`config.mk`:
```
export PLATFORM = sky130hd
export DESIGN_NAME = dielectron_pair_mass_selector_core
export DESIGN_NICKNAME = d
export VERILOG_FILES = /design/src/sv/dpms_pkg.sv /design/src/sv/dpms_ctrl.sv /design/src/sv/dpms_datapath.sv /design/src/sv/dielectron_pair_mass_selector_core.sv
export SDC_FILE = /design/constraint.sdc
export NUM_CORES = 2
export LEC_CHECK = 0
export BUFFER_PORTS_ARGS = -buffer_cell sky130_fd_sc_hd__clkbuf_2
export CORE_MARGIN = 10
export CORE_UTILIZATION = 64
export DETAILED_ROUTE_END_ITERATION = 8
export PLACE_DENSITY = 0.78
export REMOVE_ABC_BUFFERS = 1
export SYNTH_ARGS = -nofsm -noshare
export SYNTH_HDL_FRONTEND = slang
export SYNTH_SLANG_ARGS = --single-unit
```
`constraint.sdc`:
```
create_clock -name clk -period 11.5 [get_ports clk]
set_clock_uncertainty 0.05 [all_clocks]
set_input_delay 2.3 -clock clk [delete_from_list [all_inputs] [get_ports clk]]
set_output_delay 2.3 -clock clk [all_outputs]
set_load 0.01 [all_outputs]
```
`src/sv/dpms_pkg.sv`:
```
// Shared types and constants of the dielectron pair mass selector.
`timescale 1ns / 1ps
`default_nettype none
package dpms_pkg;

	localparam int COEF_W      = 24;
	localparam int BOUND_W     = 36;
	localparam int CFG_W       = 36;
	localparam int CFG_IDX_W   = 3;
	localparam int COEF_FRAC   = 16;
	localparam int FLAG_PROMPT = 1;
	localparam int FLAG_HARD   = 9;
	localparam int NUM_SEL     = 3;
	localparam int SQRT_STEPS  = 18;
	localparam int MASS_W      = 20;
	localparam int KIND_W      = 2;
	localparam int STEP_W      = 5;

	localparam logic signed [15:0] ELECTRON_CODE = 16'sd11;
	localparam logic [7:0]         FINAL_STATE   = 8'd1;

	localparam logic [BOUND_W-1:0] PT_MIN_RST     = 36'd160000;
	localparam logic [COEF_W-1:0]  ETA_MAX_RST    = 24'd2398960;
	localparam logic [COEF_W-1:0]  CRACK_LOW_RST  = 24'd262485;
	localparam logic [COEF_W-1:0]  CRACK_HIGH_RST = 24'd343468;
	localparam logic [BOUND_W-1:0] MASS_LOW_RST   = 36'd921600;
	localparam logic [BOUND_W-1:0] MASS_HIGH_RST  = 36'd3686400;

	typedef enum logic [CFG_IDX_W-1:0] {
		CFG_PT_MIN     = 3'd0,
		CFG_ETA_MAX    = 3'd1,
		CFG_CRACK_LOW  = 3'd2,
		CFG_CRACK_HIGH = 3'd3,
		CFG_MASS_LOW   = 3'd4,
		CFG_MASS_HIGH  = 3'd5
	} cfg_idx_t;

	// cut coefficient / selection index
	localparam logic [1:0] IDX_ETA   = 2'd0;
	localparam logic [1:0] IDX_CLOW  = 2'd1;
	localparam logic [1:0] IDX_LAST  = 2'd2;

	typedef enum logic [3:0] {
		MS_NONE, MS_XX, MS_YY, MS_ZZ, MS_CLO, MS_CHI, MS_EE, MS_SX, MS_SY, MS_SZ
	} mul_sel_t;

	typedef enum logic [3:0] {
		ACC_NONE, ACC_PT2_SET, ACC_PT2_ADD, ACC_PZ2_SET, ACC_CUT_LO, ACC_CUT_HI,
		ACC_E2_SET, ACC_P2_SET, ACC_P2_ADD
	} acc_op_t;

	typedef struct packed {
		logic     load_item;
		mul_sel_t mul_sel;
		acc_op_t  acc_op;
		logic [1:0] idx;
		logic     cut_cmp;
		logic     keep;
		logic     pair_load;
		logic     win_diff;
		logic     sqrt_init;
		logic     sqrt_step;
		logic     res_push;
		logic     flush;
		logic     clr_counts;
	} dp_cmd_t;

	typedef struct packed {
		logic last;
		logic sel0_full;
		logic seli_full;
		logic in_window;
		logic out_free;
		logic pend_valid;
	} dp_status_t;

endpackage
`default_nettype wire

```
`src/sv/dpms_ctrl.sv`:
```
// Sequencer of the dielectron pair mass selector.
`timescale 1ns / 1ps
`default_nettype none
module dpms_ctrl import dpms_pkg::*; (
	input  wire logic   clk,
	input  wire logic   arst_n,
	input  wire logic   in_valid,
	input  wire logic   in_has,
	input  wire logic   in_last,
	input  dp_status_t  status,
	output dp_cmd_t     cmd,
	output logic        in_stall
);

	typedef enum logic [4:0] {
		ST_IDLE, ST_XX, ST_YY, ST_ZZ, ST_PZ, ST_CLO, ST_CHI, ST_CACC, ST_CMP, ST_KEEP,
		ST_END, ST_PSEL, ST_PAIR, ST_EE, ST_SX, ST_SY, ST_SZ, ST_PACC, ST_DIFF, ST_CHK,
		ST_SQI, ST_SQ, ST_RES, ST_NEXT, ST_FLUSH, ST_CLR
	} state_t;

	state_t            state_q;
	logic [1:0]        k_q;
	logic [STEP_W-1:0] step_q;
	logic              accept;

	assign in_stall = (state_q != ST_IDLE);
	assign accept   = in_valid && (state_q == ST_IDLE);

	always_ff @(posedge clk or negedge arst_n) begin
		if (!arst_n) begin
			state_q <= ST_IDLE;
			k_q     <= '0;
			step_q  <= '0;
		end else begin
			unique case (state_q)
				ST_IDLE: begin
					if (accept) begin
						if (in_has) state_q <= ST_XX;
						else if (in_last) state_q <= ST_END;
					end
				end
				ST_XX: state_q <= ST_YY;
				ST_YY: state_q <= ST_ZZ;
				ST_ZZ: state_q <= ST_PZ;
				ST_PZ: begin
					k_q     <= IDX_ETA;
					state_q <= ST_CLO;
				end
				ST_CLO:  state_q <= ST_CHI;
				ST_CHI:  state_q <= ST_CACC;
				ST_CACC: state_q <= ST_CMP;
				ST_CMP: begin
					if (k_q == IDX_LAST) begin
						k_q     <= '0;
						state_q <= ST_KEEP;
					end else begin
						k_q     <= k_q + 2'd1;
						state_q <= ST_CLO;
					end
				end
				ST_KEEP: state_q <= status.last ? ST_END : ST_IDLE;
				ST_END: begin
					k_q     <= '0;
					state_q <= status.sel0_full ? ST_PSEL : ST_CLR;
				end
				ST_PSEL: state_q <= status.seli_full ? ST_PAIR : ST_NEXT;
				ST_PAIR: state_q <= ST_EE;
				ST_EE:   state_q <= ST_SX;
				ST_SX:   state_q <= ST_SY;
				ST_SY:   state_q <= ST_SZ;
				ST_SZ:   state_q <= ST_PACC;
				ST_PACC: state_q <= ST_DIFF;
				ST_DIFF: state_q <= ST_CHK;
				ST_CHK:  state_q <= status.in_window ? ST_SQI : ST_NEXT;
				ST_SQI: begin
					step_q  <= '0;
					state_q <= ST_SQ;
				end
				ST_SQ: begin
					if (step_q == STEP_W'(SQRT_STEPS - 1)) state_q <= ST_RES;
					else step_q <= step_q + STEP_W'(1);
				end
				ST_RES: begin
					if (!status.pend_valid || status.out_free) state_q <= ST_NEXT;
				end
				ST_NEXT: begin
					if (k_q == IDX_LAST) begin
						state_q <= ST_FLUSH;
					end else begin
						k_q     <= k_q + 2'd1;
						state_q <= ST_PSEL;
					end
				end
				ST_FLUSH: begin
					if (!status.pend_valid || status.out_free) state_q <= ST_CLR;
				end
				ST_CLR:  state_q <= ST_IDLE;
				default: state_q <= ST_IDLE;
			endcase
		end
	end

	always_comb begin
		cmd           = '0;
		cmd.mul_sel   = MS_NONE;
		cmd.acc_op    = ACC_NONE;
		cmd.idx       = k_q;
		cmd.load_item = accept;
		unique case (state_q)
			ST_XX:   cmd.mul_sel = MS_XX;
			ST_YY: begin
				cmd.mul_sel = MS_YY;
				cmd.acc_op  = ACC_PT2_SET;
			end
			ST_ZZ: begin
				cmd.mul_sel = MS_ZZ;
				cmd.acc_op  = ACC_PT2_ADD;
			end
			ST_PZ:   cmd.acc_op = ACC_PZ2_SET;
			ST_CLO:  cmd.mul_sel = MS_CLO;
			ST_CHI: begin
				cmd.mul_sel = MS_CHI;
				cmd.acc_op  = ACC_CUT_LO;
			end
			ST_CACC: cmd.acc_op = ACC_CUT_HI;
			ST_CMP:  cmd.cut_cmp = 1'b1;
			ST_KEEP: cmd.keep = 1'b1;
			ST_PAIR: cmd.pair_load = 1'b1;
			ST_EE:   cmd.mul_sel = MS_EE;
			ST_SX: begin
				cmd.mul_sel = MS_SX;
				cmd.acc_op  = ACC_E2_SET;
			end
			ST_SY: begin
				cmd.mul_sel = MS_SY;
				cmd.acc_op  = ACC_P2_SET;
			end
			ST_SZ: begin
				cmd.mul_sel = MS_SZ;
				cmd.acc_op  = ACC_P2_ADD;
			end
			ST_PACC:  cmd.acc_op = ACC_P2_ADD;
			ST_DIFF:  cmd.win_diff = 1'b1;
			ST_SQI:   cmd.sqrt_init = 1'b1;
			ST_SQ:    cmd.sqrt_step = 1'b1;
			ST_RES:   cmd.res_push = !status.pend_valid || status.out_free;
			ST_FLUSH: cmd.flush = status.pend_valid && status.out_free;
			ST_CLR:   cmd.clr_counts = 1'b1;
			default: ;
		endcase
	end

endmodule
`default_nettype wire

```
`src/sv/dpms_datapath.sv`:
```
// Datapath: item latch, shared multiplier, cuts, pair store, mass window and square root.
`timescale 1ns / 1ps
`default_nettype none
module dpms_datapath import dpms_pkg::*; #(
	parameter int MOM_WIDTH = 20
) (
	input  wire logic                        clk,
	input  wire logic                        arst_n,
	input  dp_cmd_t                          cmd,
	output dp_status_t                       status,
	input  wire logic                        cfg_we,
	input  wire logic [CFG_IDX_W-1:0]        cfg_index,
	input  wire logic [CFG_W-1:0]            cfg_data,
	input  wire logic signed [MOM_WIDTH-1:0] mom_x,
	input  wire logic signed [MOM_WIDTH-1:0] mom_y,
	input  wire logic signed [MOM_WIDTH-1:0] mom_z,
	input  wire logic [MOM_WIDTH-1:0]        energy,
	input  wire logic [7:0]                  gen_status,
	input  wire logic [14:0]                 status_flags,
	input  wire logic signed [15:0]          species_code,
	input  wire logic signed [1:0]           weight_sign,
	input  wire logic                        last_of_event,
	input  wire logic                        out_stall,
	output logic                             out_valid,
	output logic [KIND_W-1:0]                pair_kind,
	output logic [MASS_W-1:0]                pair_mass,
	output logic signed [1:0]                event_weight,
	output logic                             last_result
);

	localparam int MW     = MOM_WIDTH;
	localparam int SW     = MW + 1;
	localparam int MUL_W  = (SW > COEF_W) ? SW : COEF_W;
	localparam int PROD_W = 2 * MUL_W;
	localparam int PT2_W  = 2 * MW + 1;
	localparam int HALF   = MW + 1;
	localparam int CW     = 2 * MW + COEF_W + 1;
	localparam int SQW    = 2 * SW;
	localparam int P2_W   = SQW + 2;
	localparam int DIFF_W = P2_W + 1;
	localparam int DW2    = (P2_W > BOUND_W) ? P2_W : BOUND_W;
	localparam int RW     = BOUND_W + 2;

	// configuration
	logic [BOUND_W-1:0] pt_min_q, mass_low_q, mass_high_q;
	logic [COEF_W-1:0]  eta_max_q, crack_low_q, crack_high_q;

	// latched item
	logic                 last_q;
	logic signed [MW-1:0] px_q, py_q, pz_q;
	logic [MW-1:0]        e_q;
	logic [7:0]           gstat_q;
	logic [14:0]          flags_q;
	logic signed [15:0]   code_q;
	logic signed [1:0]    sticky_q;

	// arithmetic state
	logic [PROD_W-1:0] prod_q;
	logic [PT2_W-1:0]  pt2_q;
	logic [2*MW-1:0]   pz2_q;
	logic [CW-1:0]     acc_q;
	logic [2:0]        cut_q;
	logic [SW-1:0]     esum_q, sxm_q, sym_q, szm_q;
	logic [SQW-1:0]    e2_q;
	logic [P2_W-1:0]   p2_q;
	logic [DIFF_W-1:0] diff_q;
	logic [RW-1:0]     sq_v_q, sq_r_q, sq_b_q;

	// pair store, two slots per selection
	logic signed [MW-1:0] mx_q [NUM_SEL][2];
	logic signed [MW-1:0] my_q [NUM_SEL][2];
	logic signed [MW-1:0] mz_q [NUM_SEL][2];
	logic [MW-1:0]        me_q [NUM_SEL][2];
	logic [1:0]           count_q [NUM_SEL];

	// pending result and output register
	logic              pend_valid_q;
	logic [KIND_W-1:0] pend_kind_q;
	logic [MASS_W-1:0] pend_mass_q;
	logic signed [1:0] pend_w_q;
	logic              out_valid_q;

	logic [MW-1:0]       ax, ay, az;
	logic [MUL_W-1:0]    mul_a, mul_b;
	logic [PROD_W-1:0]   mul_p;
	logic [COEF_W-1:0]   coef_k;
	logic [CW-1:0]       lhs;
	logic                pt_ok, kin, ele, prompt_fs, hard;
	logic [NUM_SEL-1:0]  take;
	logic signed [SW-1:0] sum_x, sum_y, sum_z;
	logic [SW-1:0]       e_sum;
	logic [DW2-1:0]      m2_ext;
	logic                in_window;
	logic [RW-1:0]       sq_t;
	logic                out_free;

	assign ax = px_q[MW-1] ? MW'(-px_q) : MW'(px_q);
	assign ay = py_q[MW-1] ? MW'(-py_q) : MW'(py_q);
	assign az = pz_q[MW-1] ? MW'(-pz_q) : MW'(pz_q);

	always_comb begin
		case (cmd.idx)
			IDX_ETA:  coef_k = eta_max_q;
			IDX_CLOW: coef_k = crack_low_q;
			default:  coef_k = crack_high_q;
		endcase
	end

	always_comb begin
		mul_a = '0;
		mul_b = '0;
		case (cmd.mul_sel)
			MS_XX: begin
				mul_a = MUL_W'(ax);
				mul_b = MUL_W'(ax);
			end
			MS_YY: begin
				mul_a = MUL_W'(ay);
				mul_b = MUL_W'(ay);
			end
			MS_ZZ: begin
				mul_a = MUL_W'(az);
				mul_b = MUL_W'(az);
			end
			MS_CLO: begin
				mul_a = MUL_W'(coef_k);
				mul_b = MUL_W'(pt2_q[HALF-1:0]);
			end
			MS_CHI: begin
				mul_a = MUL_W'(coef_k);
				mul_b = MUL_W'(pt2_q[PT2_W-1:HALF]);
			end
			MS_EE: begin
				mul_a = MUL_W'(esum_q);
				mul_b = MUL_W'(esum_q);
			end
			MS_SX: begin
				mul_a = MUL_W'(sxm_q);
				mul_b = MUL_W'(sxm_q);
			end
			MS_SY: begin
				mul_a = MUL_W'(sym_q);
				mul_b = MUL_W'(sym_q);
			end
			MS_SZ: begin
				mul_a = MUL_W'(szm_q);
				mul_b = MUL_W'(szm_q);
			end
			default: ;
		endcase
	end

	assign mul_p = mul_a * mul_b;

	// pz^2 in Q.16 against coef * pt^2
	assign lhs       = CW'({pz2_q, {COEF_FRAC{1'b0}}});
	assign pt_ok     = CW'(pt2_q) > CW'(pt_min_q);
	assign kin       = pt_ok && cut_q[0] && !(cut_q[1] && cut_q[2]);
	assign ele       = (code_q == ELECTRON_CODE) || (code_q == -ELECTRON_CODE);
	assign prompt_fs = ele && (gstat_q == FINAL_STATE) && flags_q[FLAG_PROMPT];
	assign hard      = ele && flags_q[FLAG_HARD];
	assign take      = {hard && kin, prompt_fs && kin, prompt_fs};

	assign sum_x = SW'(mx_q[cmd.idx][0]) + SW'(mx_q[cmd.idx][1]);
	assign sum_y = SW'(my_q[cmd.idx][0]) + SW'(my_q[cmd.idx][1]);
	assign sum_z = SW'(mz_q[cmd.idx][0]) + SW'(mz_q[cmd.idx][1]);
	assign e_sum = SW'(me_q[cmd.idx][0]) + SW'(me_q[cmd.idx][1]);

	// negative squared mass never passes
	assign m2_ext    = DW2'(diff_q[P2_W-1:0]);
	assign in_window = !diff_q[DIFF_W-1] && (m2_ext >= DW2'(mass_low_q))
		&& (m2_ext <= DW2'(mass_high_q));

	assign sq_t     = sq_r_q + sq_b_q;
	assign out_free = !out_valid_q || !out_stall;

	always_ff @(posedge clk or negedge arst_n) begin
		if (!arst_n) begin
			pt_min_q     <= PT_MIN_RST;
			eta_max_q    <= ETA_MAX_RST;
			crack_low_q  <= CRACK_LOW_RST;
			crack_high_q <= CRACK_HIGH_RST;
			mass_low_q   <= MASS_LOW_RST;
			mass_high_q  <= MASS_HIGH_RST;
			sticky_q     <= '0;
			pend_valid_q <= 1'b0;
			out_valid_q  <= 1'b0;
			for (int s = 0; s < NUM_SEL; s++) count_q[s] <= '0;
		end else begin
			if (cfg_we) begin
				unique case (cfg_idx_t'(cfg_index))
					CFG_PT_MIN:     pt_min_q     <= cfg_data[BOUND_W-1:0];
					CFG_ETA_MAX:    eta_max_q    <= cfg_data[COEF_W-1:0];
					CFG_CRACK_LOW:  crack_low_q  <= cfg_data[COEF_W-1:0];
					CFG_CRACK_HIGH: crack_high_q <= cfg_data[COEF_W-1:0];
					CFG_MASS_LOW:   mass_low_q   <= cfg_data[BOUND_W-1:0];
					CFG_MASS_HIGH:  mass_high_q  <= cfg_data[BOUND_W-1:0];
					default: ;
				endcase
			end
			if (cmd.load_item) begin
				if (weight_sign[1]) sticky_q <= -2'sd1;
				else if (weight_sign[0]) sticky_q <= 2'sd1;
			end
			if (cmd.keep) begin
				for (int s = 0; s < NUM_SEL; s++) begin
					if (take[s] && count_q[s] != 2'd2) count_q[s] <= count_q[s] + 2'd1;
				end
			end
			if (cmd.clr_counts) begin
				for (int s = 0; s < NUM_SEL; s++) count_q[s] <= '0;
			end
			if (cmd.res_push) pend_valid_q <= 1'b1;
			else if (cmd.flush) pend_valid_q <= 1'b0;
			if ((cmd.res_push && pend_valid_q) || cmd.flush) out_valid_q <= 1'b1;
			else if (!out_stall) out_valid_q <= 1'b0;
		end
	end

	always_ff @(posedge clk) begin
		if (cmd.load_item) begin
			last_q  <= last_of_event;
			px_q    <= mom_x;
			py_q    <= mom_y;
			pz_q    <= mom_z;
			e_q     <= energy;
			gstat_q <= gen_status;
			flags_q <= status_flags;
			code_q  <= species_code;
		end
		prod_q <= mul_p;
		case (cmd.acc_op)
			ACC_PT2_SET: pt2_q <= PT2_W'(prod_q);
			ACC_PT2_ADD: pt2_q <= pt2_q + PT2_W'(prod_q);
			ACC_PZ2_SET: pz2_q <= (2*MW)'(prod_q);
			ACC_CUT_LO:  acc_q <= CW'(prod_q);
			ACC_CUT_HI:  acc_q <= acc_q + (CW'(prod_q) << HALF);
			ACC_E2_SET:  e2_q  <= SQW'(prod_q);
			ACC_P2_SET:  p2_q  <= P2_W'(prod_q);
			ACC_P2_ADD:  p2_q  <= p2_q + P2_W'(prod_q);
			default: ;
		endcase
		if (cmd.cut_cmp) begin
			case (cmd.idx)
				IDX_ETA:  cut_q[0] <= lhs < acc_q;
				IDX_CLOW: cut_q[1] <= lhs > acc_q;
				default:  cut_q[2] <= lhs < acc_q;
			endcase
		end
		if (cmd.keep) begin
			for (int s = 0; s < NUM_SEL; s++) begin
				if (take[s] && count_q[s] != 2'd2) begin
					mx_q[s][count_q[s][0]] <= px_q;
					my_q[s][count_q[s][0]] <= py_q;
					mz_q[s][count_q[s][0]] <= pz_q;
					me_q[s][count_q[s][0]] <= e_q;
				end
			end
		end
		if (cmd.pair_load) begin
			esum_q <= e_sum;
			sxm_q  <= sum_x[SW-1] ? SW'(-sum_x) : SW'(sum_x);
			sym_q  <= sum_y[SW-1] ? SW'(-sum_y) : SW'(sum_y);
			szm_q  <= sum_z[SW-1] ? SW'(-sum_z) : SW'(sum_z);
		end
		if (cmd.win_diff) diff_q <= DIFF_W'(e2_q) - DIFF_W'(p2_q);
		if (cmd.sqrt_init) begin
			sq_v_q <= RW'(m2_ext[BOUND_W-1:0]);
			sq_r_q <= '0;
			sq_b_q <= RW'(1) << (2 * (SQRT_STEPS - 1));
		end else if (cmd.sqrt_step) begin
			if (sq_v_q >= sq_t) begin
				sq_v_q <= sq_v_q - sq_t;
				sq_r_q <= (sq_r_q >> 1) + sq_b_q;
			end else begin
				sq_r_q <= sq_r_q >> 1;
			end
			sq_b_q <= sq_b_q >> 2;
		end
		if (cmd.res_push) begin
			pend_kind_q <= cmd.idx;
			pend_mass_q <= MASS_W'(sq_r_q);
			pend_w_q    <= sticky_q;
		end
		if ((cmd.res_push && pend_valid_q) || cmd.flush) begin
			pair_kind    <= pend_kind_q;
			pair_mass    <= pend_mass_q;
			event_weight <= pend_w_q;
			last_result  <= cmd.flush;
		end
	end

	assign out_valid = out_valid_q;

	assign status.last         = last_q;
	assign status.sel0_full    = (count_q[0] == 2'd2);
	assign status.seli_full    = (count_q[cmd.idx] == 2'd2);
	assign status.in_window    = in_window;
	assign status.out_free     = out_free;
	assign status.pend_valid   = pend_valid_q;

endmodule
`default_nettype wire

```
`src/sv/dielectron_pair_mass_selector_core.sv`:
```
// Top level of the dielectron pair mass selector.
`timescale 1ns / 1ps
`default_nettype none
// Accepts one generator particle per input beat and applies three electron
// selections: prompt final state, prompt final state with pt/eta/crack cuts,
// and hard process with the same cuts. Each selection keeps its first two
// electrons. On the last beat of an event, if the prompt selection holds two,
// each full selection whose squared pair mass lies in the inclusive window
// emits one output beat (kind 0, 1, 2 in order) with floor(sqrt) mass and the
// sticky weight sign; last_result marks the event's final beat. One item at
// a time: one shared multiplier does the three squares and the three 24-bit
// coefficient products (in two halves each) of a particle; the square root,
// an 18-step loop, runs only for a full selection whose pair passes the
// window, and the output side may stall a waiting beat.
// A result is held one place back so the last flag is known; the output
// register lets a waiting beat sit while the sequencer carries on.
module dielectron_pair_mass_selector_core import dpms_pkg::*; #(
	parameter int MOM_WIDTH = 20
) (
	input  wire logic                        clk,
	input  wire logic                        arst_n,
	input  wire logic                        in_valid,
	output logic                             in_stall,
	input  wire logic                        has_particle,
	input  wire logic signed [MOM_WIDTH-1:0] mom_x,
	input  wire logic signed [MOM_WIDTH-1:0] mom_y,
	input  wire logic signed [MOM_WIDTH-1:0] mom_z,
	input  wire logic [MOM_WIDTH-1:0]        energy,
	input  wire logic [7:0]                  gen_status,
	input  wire logic [14:0]                 status_flags,
	input  wire logic signed [15:0]          species_code,
	input  wire logic signed [1:0]           weight_sign,
	input  wire logic                        last_of_event,
	output logic                             out_valid,
	input  wire logic                        out_stall,
	output logic [KIND_W-1:0]                pair_kind,
	output logic [MASS_W-1:0]                pair_mass,
	output logic signed [1:0]                event_weight,
	output logic                             last_result,
	input  wire logic                        cfg_we,
	input  wire logic [CFG_IDX_W-1:0]        cfg_index,
	input  wire logic [CFG_W-1:0]            cfg_data
);

	dp_cmd_t    cmd;
	dp_status_t status;

	// sequencer: one state per multiplier or compare step
	dpms_ctrl u_ctrl (
		.clk      (clk),
		.arst_n   (arst_n),
		.in_valid (in_valid),
		.in_has   (has_particle),
		.in_last  (last_of_event),
		.status   (status),
		.cmd      (cmd),
		.in_stall (in_stall)
	);

	// datapath: config, pair store, multiplier, window, square root, output beat
	dpms_datapath #(
		.MOM_WIDTH (MOM_WIDTH)
	) u_dp (
		.clk          (clk),
		.arst_n       (arst_n),
		.cmd          (cmd),
		.status       (status),
		.cfg_we       (cfg_we),
		.cfg_index    (cfg_index),
		.cfg_data     (cfg_data),
		.mom_x        (mom_x),
		.mom_y        (mom_y),
		.mom_z        (mom_z),
		.energy       (energy),
		.gen_status   (gen_status),
		.status_flags (status_flags),
		.species_code (species_code),
		.weight_sign  (weight_sign),
		.last_of_event(last_of_event),
		.out_stall    (out_stall),
		.out_valid    (out_valid),
		.pair_kind    (pair_kind),
		.pair_mass    (pair_mass),
		.event_weight (event_weight),
		.last_result  (last_result)
	);

endmodule
`default_nettype wire

```
### Yosys cells after proc, flatten, opt, wreduce, memory -nomap -nowiden

Memory sizes are Yosys's and may differ from the RTL's.
Cells that the tools add are included.

* $add $sub $neg: 22
* reduce and logical (&&, ||, !) cells: 67
* multiply operators: 1
* bitwise operators: 5
* multiplexer cells: 74
* equal/unequal tests: 66
* $lt $le $gt $ge: 13

Operator list (count)
* $pmux W24 S8: 1
* $pmux W21 S9: 1
* $mux W20: 9
* $pmux W65 S2: 1
* $pmux W5 S25: 1
* $mux W40: 3
* $mux W36: 3
* $pmux W44 S2: 1
* $add A20 B20 Y21: 4
* $pmux W41 S2: 1
* $add A65 B65 Y65: 1
* $gt A56 B65 Y1: 1
* $lt A56 B65 Y1: 1
* $neg A21 Y21: 3
* $demux W20 S1: 3
* $neg A20 Y20: 3
* $eq A5 B5 Y1 const B: 11
* $mux W5: 10
* $pmux W24 S2: 1
* $mul A24 B21 Y45: 1
* $sub A42 B44 Y45: 1
* $add A44 B44 Y44: 1
* $ge A44 B36 Y1: 1
* $le A44 B36 Y1: 1
* other kinds (54): 184

* memories kept: 4
* bits in writable memories: 480
* register bits after elaboration: 872

Memories
* u_dp.me_q: depth 3, width 40, rd ports 1, clocked after Yosys merged registers in 0, wr ports 3, RTL line dpms_datapath.sv:73 `logic [MW-1:0] me_q [NUM_SEL][2];`
* u_dp.mx_q: depth 3, width 40, rd ports 1, clocked after Yosys merged registers in 0, wr ports 3, RTL line dpms_datapath.sv:70 `logic signed [MW-1:0] mx_q [NUM_SEL][2];`
* u_dp.my_q: depth 3, width 40, rd ports 1, clocked after Yosys merged registers in 0, wr ports 3, RTL line dpms_datapath.sv:71 `logic signed [MW-1:0] my_q [NUM_SEL][2];`
* u_dp.mz_q: depth 3, width 40, rd ports 1, clocked after Yosys merged registers in 0, wr ports 3, RTL line dpms_datapath.sv:72 `logic signed [MW-1:0] mz_q [NUM_SEL][2];`

### Depth between registers and ports, before layout

* word-level depth: 9
* depth in mapped cells: 38
* mapped depth without buffers: 37

### Cells and area by module

A second synthesis with hierarchy kept.

* cells, all modules: 8354
* area total of the unflattened synthesis: 88676.3 um^2

By module, submodules not included
* dpms_datapath: times used 1, cells an instance 8185, area an instance 87356.3 um^2
* dpms_ctrl: times used 1, cells an instance 169, area an instance 1320.0 um^2

### Worst setup path before layout

OpenSTA, ideal clock, no wires.

* path type: reg-to-reg
* from: reg u_ctrl.state_q[0]
* to: reg u_dp.prod_q[43]
* slack: 1.743 ns
* arrival: 9.589 ns
* buffers on the path: 4
* clock period less this slack: 9.757 ns
* required time: 11.332 ns
* cell stages (with the launch flop): 34
* cell sequence: dfrtp_1 > buf_2 > nand2b_1 > nor2_1 > clkbuf_1 > buf_1 > a22oi_1 > o2111ai_1 > a221o_1 > clkbuf_1 > nand2_1 > fa_1 > inv_1 > fa_1 > inv_1 > fa_1 > inv_1 > fa_1 > fa_1 > fa_1 > inv_1 > fa_1 > inv_1 > ha_1 > nand3_1 > nor4_1 > nand3_1 > o211a_1 > o21ai_0 > nand4_1 > and4_1 > o31ai_1 > a21oi_1 > xnor2_1

* longest elaborated chain between the ends: 6
* elaborated cells on any way between the ends: 23
* those cells by class: 1 x mul; 18 x eq/ne; 3 x mux; 1 x reduce/logical

Ends and longest elaborated chain
* start: declaration: RTL line dpms_ctrl.sv:21 `state_t state_q;`
* start signal: assignment: RTL line dpms_ctrl.sv:61 `ST_KEEP: state_q <= status.last ? ST_END : ST_IDLE;`
* start signal: assignment: RTL line dpms_ctrl.sv:64 `state_q <= status.sel0_full ? ST_PSEL : ST_CLR;`
* start signal: assignment: RTL line dpms_ctrl.sv:66 `ST_PSEL: state_q <= status.seli_full ? ST_PAIR : ST_NEXT;`
* $eq A5 B5 Y1, or another cell as far along: RTL line dpms_ctrl.sv:109 `unique case (state_q)`
* $pmux W4 S9 *: RTL line dpms_ctrl.sv:109
* $eq A4 B3 Y1: RTL line dpms_datapath.sv:112 `case (cmd.mul_sel)`
* $reduce_or A2 Y1 (no source line)
* $pmux W24 S8: RTL line dpms_datapath.sv:112
* $mul A24 B21 Y45 *: RTL line dpms_datapath.sv:153 `assign mul_p = mul_a * mul_b;`
* net u_dp.mul_p[43]: RTL line dpms_datapath.sv:85 `logic [PROD_W-1:0] mul_p;`
* end signal: assignment: RTL line dpms_datapath.sv:231 `prod_q <= mul_p;`
* end: declaration: RTL line dpms_datapath.sv:58 `logic [PROD_W-1:0] prod_q;`

The timed path passes the listed nets; every way through them passes the cells marked *.
A chain may end at the register's enable or synchronous reset.

### Final worst setup path

* from: reg u_ctrl.state_q[3]
* to: reg u_dp.prod_q[43]

The elaborated chain is that of the path after synthesis.

==> summary.json <==
{
  "worst_setup_hold_path_clk_slew_ns": 0.06,
  "arrival_ns": 11.60,
  "dieWidth_um": 389,
  "core.rowCount": 135,
  "post_cts.resized_instances": 0,
  "global_route_wire_length_before_repair_mm": 370,
  "cts_made_buffers": 143,
  "vdd_ir_drop_max_uv": 356,
  "maxCapViolCount": 0,
  "timing.hold.worst.class": "reg -> reg",
  "layout.cells.non_filler": 10300,
  "synth_most_common_cell": "sky130_fd_sc_hd__edfxtp_1",
  "finalWirelength_mm": 242,
  "netlist.area_leader.share": 0.357,
  "clock_tree.htree_level_count": 4,
  "initial_utilization": 0.644,
  "insertion_delay_ns": 0.81,
  "io-pin-count": 194,
  "clk_path_buf_depth": 3,
  "detail_route.vias_per_cell": 6.29,
  "globalRouteTotalUtil": 0.314,
  "finish.utilization": 0.705,
  "worst_pin_slew_ns": 1.32,
  "fmax_mhz": 91.0,
  "nets": 9626,
  "final_min_period_over_clock_period": 0.955,
  "clock_sink_count": 1341,
  "first_iter_violations": 5954,
  "die_h_um": 389,
  "hold_ws_ns": 0.364,
  "ys.warnings.count": 0,
  "critPathRequiredTime_ns": 12.11,
  "classification_of_the_worst_setup_path": "reg -> reg",
  "slew_violations": 0,
  "vias_in_the_first_global_route": 64100,
  "post_synth_cell_types": 88,
  "critical-path-top-cell-by-count": "sky130_fd_sc_hd__fa_1",
  "post_synth_instance_area_um2": 87200,
  "place_congestion": 0.975,
  "die-area_um2": 151000,
  "outcome": "completed",
  "power.static_leakage_nw": 40.4,
  "detailedPlacementHpwl_mm": 176,
  "area_delta_synth_final_pct": 9.53,
  "routed-via-count": 64700,
  "ant_nets": 0,
  "number_of_antenna_violations_at_the_first_check_in_global_routing": 8,
  "power_mw": 31.0,
  "cts-root-buf": "sky130_fd_sc_hd__clkbuf_16",
  "globalRouteOverflowTotal": 0,
  "synth-edff-count": 1036,
  "post_cts_hold_buffer_count": 0,
  "wire_per_inst_um": 23.5,
  "cp_max_fo": 23,
  "setup_slack_ns": 0.513,
  "ys_dominant_reg_cell": "sky130_fd_sc_hd__edfxtp_1",
  "core_region_area_um2": 135000,
  "yosys-top-cells-area": "sky130_fd_sc_hd__edfxtp_1, sky130_fd_sc_hd__fa_1, sky130_fd_sc_hd__ha_1",
  "synthesis.instances": 8224,
  "startpoint_type": "register",
  "numPortBuffers": 180,
  "dpl.cell_count": 10000,
  "synth_seq_cells": 1341,
  "detail_route.first_pass.iterations": 6,
  "slew_headroom": 0.117,
  "worst_path_slowest_cell": "sky130_fd_sc_hd__a221o_1",
  "finalSetupViolations": 0,
  "finalHoldViolCount": 0,
  "cts_tree": "yes",
  "setup.worst_path.end_class": "register",
  "post_synth.cell_area_avg_um2": 10.6,
  "post_synthesis_sequential_area_ratio": 0.439,
  "power-per-cell-area_nw_per_um2": 324,
  "post-cts-setup-buffer-count": 0,
  "synth_async_sr_flop_share": 0.151,
  "grt_max_degree": 206,
  "share_of_cells_above_drive_strength_1": 0.0935,
  "dp_slack_ns": 0.811,
  "synth.top_cells.by_count": "sky130_fd_sc_hd__edfxtp_1, sky130_fd_sc_hd__nand2_1, sky130_fd_sc_hd__inv_1, sky130_fd_sc_hd__ha_1, sky130_fd_sc_hd__o21ai_0",
  "synth_area_leader_cell": "sky130_fd_sc_hd__edfxtp_1",
  "crit_path_max_incr_delay_ns": 0.86,
  "drc_errors": 0,
  "period_minus_slack_ns": 10.99,
  "rsz0062_at_grt": "no"
}
-- layout make-up --
class / instances / area, µm²
diodes: 2 / 5.00
clock buffers: 184 / 3810
clock inverters: 78 / 1170
fillers: 9695 / 39900
inverters: 768 / 2880
multi-input cells: 5812 / 45100
flip-flops and latches: 1341 / 38300
well taps: 1781 / 2230
repair buffers: 328 / 2030
-- through the flow --
stage	setup TNS [ns]	instance area (µm²)
2_1_floorplan	-81.78	86100
3_3_place_gp	0	90600
3_5_place_dp	0	90600
4_1_cts	0	95600
5_1_grt	0	95600
6_report	0	95600
-- critical path, delay by kind of cell, from the launching register on --
kind                       cells  cell delay (ns)
AOI/OAI and AO/OA              8             2.96
and+or+nand+nor               10             2.68
adders and majority gates      8             4.00
DFF                            1             0.76
xor gates and xnor gates       1             0.13
buffers and inverters          5             0.25
-- cells in the final DEF, fill, tap and decap left out, types with 64 or more instances in the layout --
master,netlist,layout
sky130_fd_sc_hd__o21ai_0,594,589
sky130_fd_sc_hd__inv_1,768,768
sky130_fd_sc_hd__nor2b_1,72,72
sky130_fd_sc_hd__xnor2_1,279,279
sky130_fd_sc_hd__nand3_1,80,78
sky130_fd_sc_hd__ha_1,641,641
sky130_fd_sc_hd__fa_1,424,424
sky130_fd_sc_hd__clkbuf_2,0,179
sky130_fd_sc_hd__a21oi_1,471,467
sky130_fd_sc_hd__edfxtp_1,1036,1036
sky130_fd_sc_hd__nor3_1,89,88
sky130_fd_sc_hd__dfxtp_1,103,103
sky130_fd_sc_hd__and2_1,99,99
sky130_fd_sc_hd__a21o_1,241,241
sky130_fd_sc_hd__dfrtp_1,162,160
sky130_fd_sc_hd__mux2i_1,177,177
sky130_fd_sc_hd__nand2_1,985,983
sky130_fd_sc_hd__xor2_1,180,180
sky130_fd_sc_hd__clkbuf_16,0,143
sky130_fd_sc_hd__nand4_1,69,69
sky130_fd_sc_hd__buf_4,0,147
sky130_fd_sc_hd__nor2_1,445,431
sky130_fd_sc_hd__mux2_2,117,117
sky130_fd_sc_hd__o21bai_1,64,64
-- kinds of logic (layout without fill, tap and decap cells) --
logic type | after synthesis | count (layout) | share of synthesized area
adder cells (fa/ha/maj) | 1065 | 1065 | 0.189
AO/OA/AOI/OAI | 1895 | 1895 | 0.135
XOR/XNOR | 459 | 459 | 0.0461
other | 0 | 2 | 0
multiplexers | 294 | 294 | 0.0354
AND/OR/NAND/NOR | 2099 | 2099 | 0.109
flip-flops | 1341 | 1341 | 0.439
buffers and inverters | 1071 | 1358 | 0.0464
-- layer usage --
layer	up-vias	part of all wire	wire, µm	track usage
met5	-	0.00021	50	0
met4	6	0.054	13100	0.153
met3	637	0.092	22200	0.0648
met2	2975	0.45	110000	0.495
met1	31800	0.40	96900	0.414
li1	29300	-	-	-
-- flip-flops by register name, summed over array words and instances, names as in the netlist, 38 cells and up --
register / flops
u_dp.acc_q: 65
u_dp.sq_v_q: 38
u_dp.mx_q: 120
u_dp.mz_q: 120
u_dp.prod_q: 45
u_dp.me_q: 120
u_dp.pt2_q: 41
u_dp.p2_q: 44
u_dp.pz2_q: 40
u_dp.sq_r_q: 38
u_dp.my_q: 120
u_dp.e2_q: 42
u_dp.diff_q: 45
-- power breakdown --
part / switching [mW] / internal, mW / leakage [nW]
combinational: 11.8 / 7.13 / 25.4
clock: 2.04 / 2.84 / 2.39
sequential: 0.711 / 6.50 / 12.6
-- path summary, 6_finish.rpt --
kind                                      startpoint                    to  slack, ns  cells past startpoint
min in group asynchronous                     arst_n       u_dp.count_q[4]       1.47                      1
worst min register to register  u_dp.pend_mass_q[11]    u_dp.pair_mass[11]       0.36                      0
worst max-delay path               u_ctrl.state_q[3]       u_dp.prod_q[43]       0.51                     32
max in group asynchronous                     arst_n  u_dp.crack_high_q[0]       8.45                      2
worst min-delay path            u_dp.pend_mass_q[11]    u_dp.pair_mass[11]       0.36                      0
worst max register to register     u_ctrl.state_q[3]       u_dp.prod_q[43]       0.51                     32
Power figures use the tool's default switching activity.
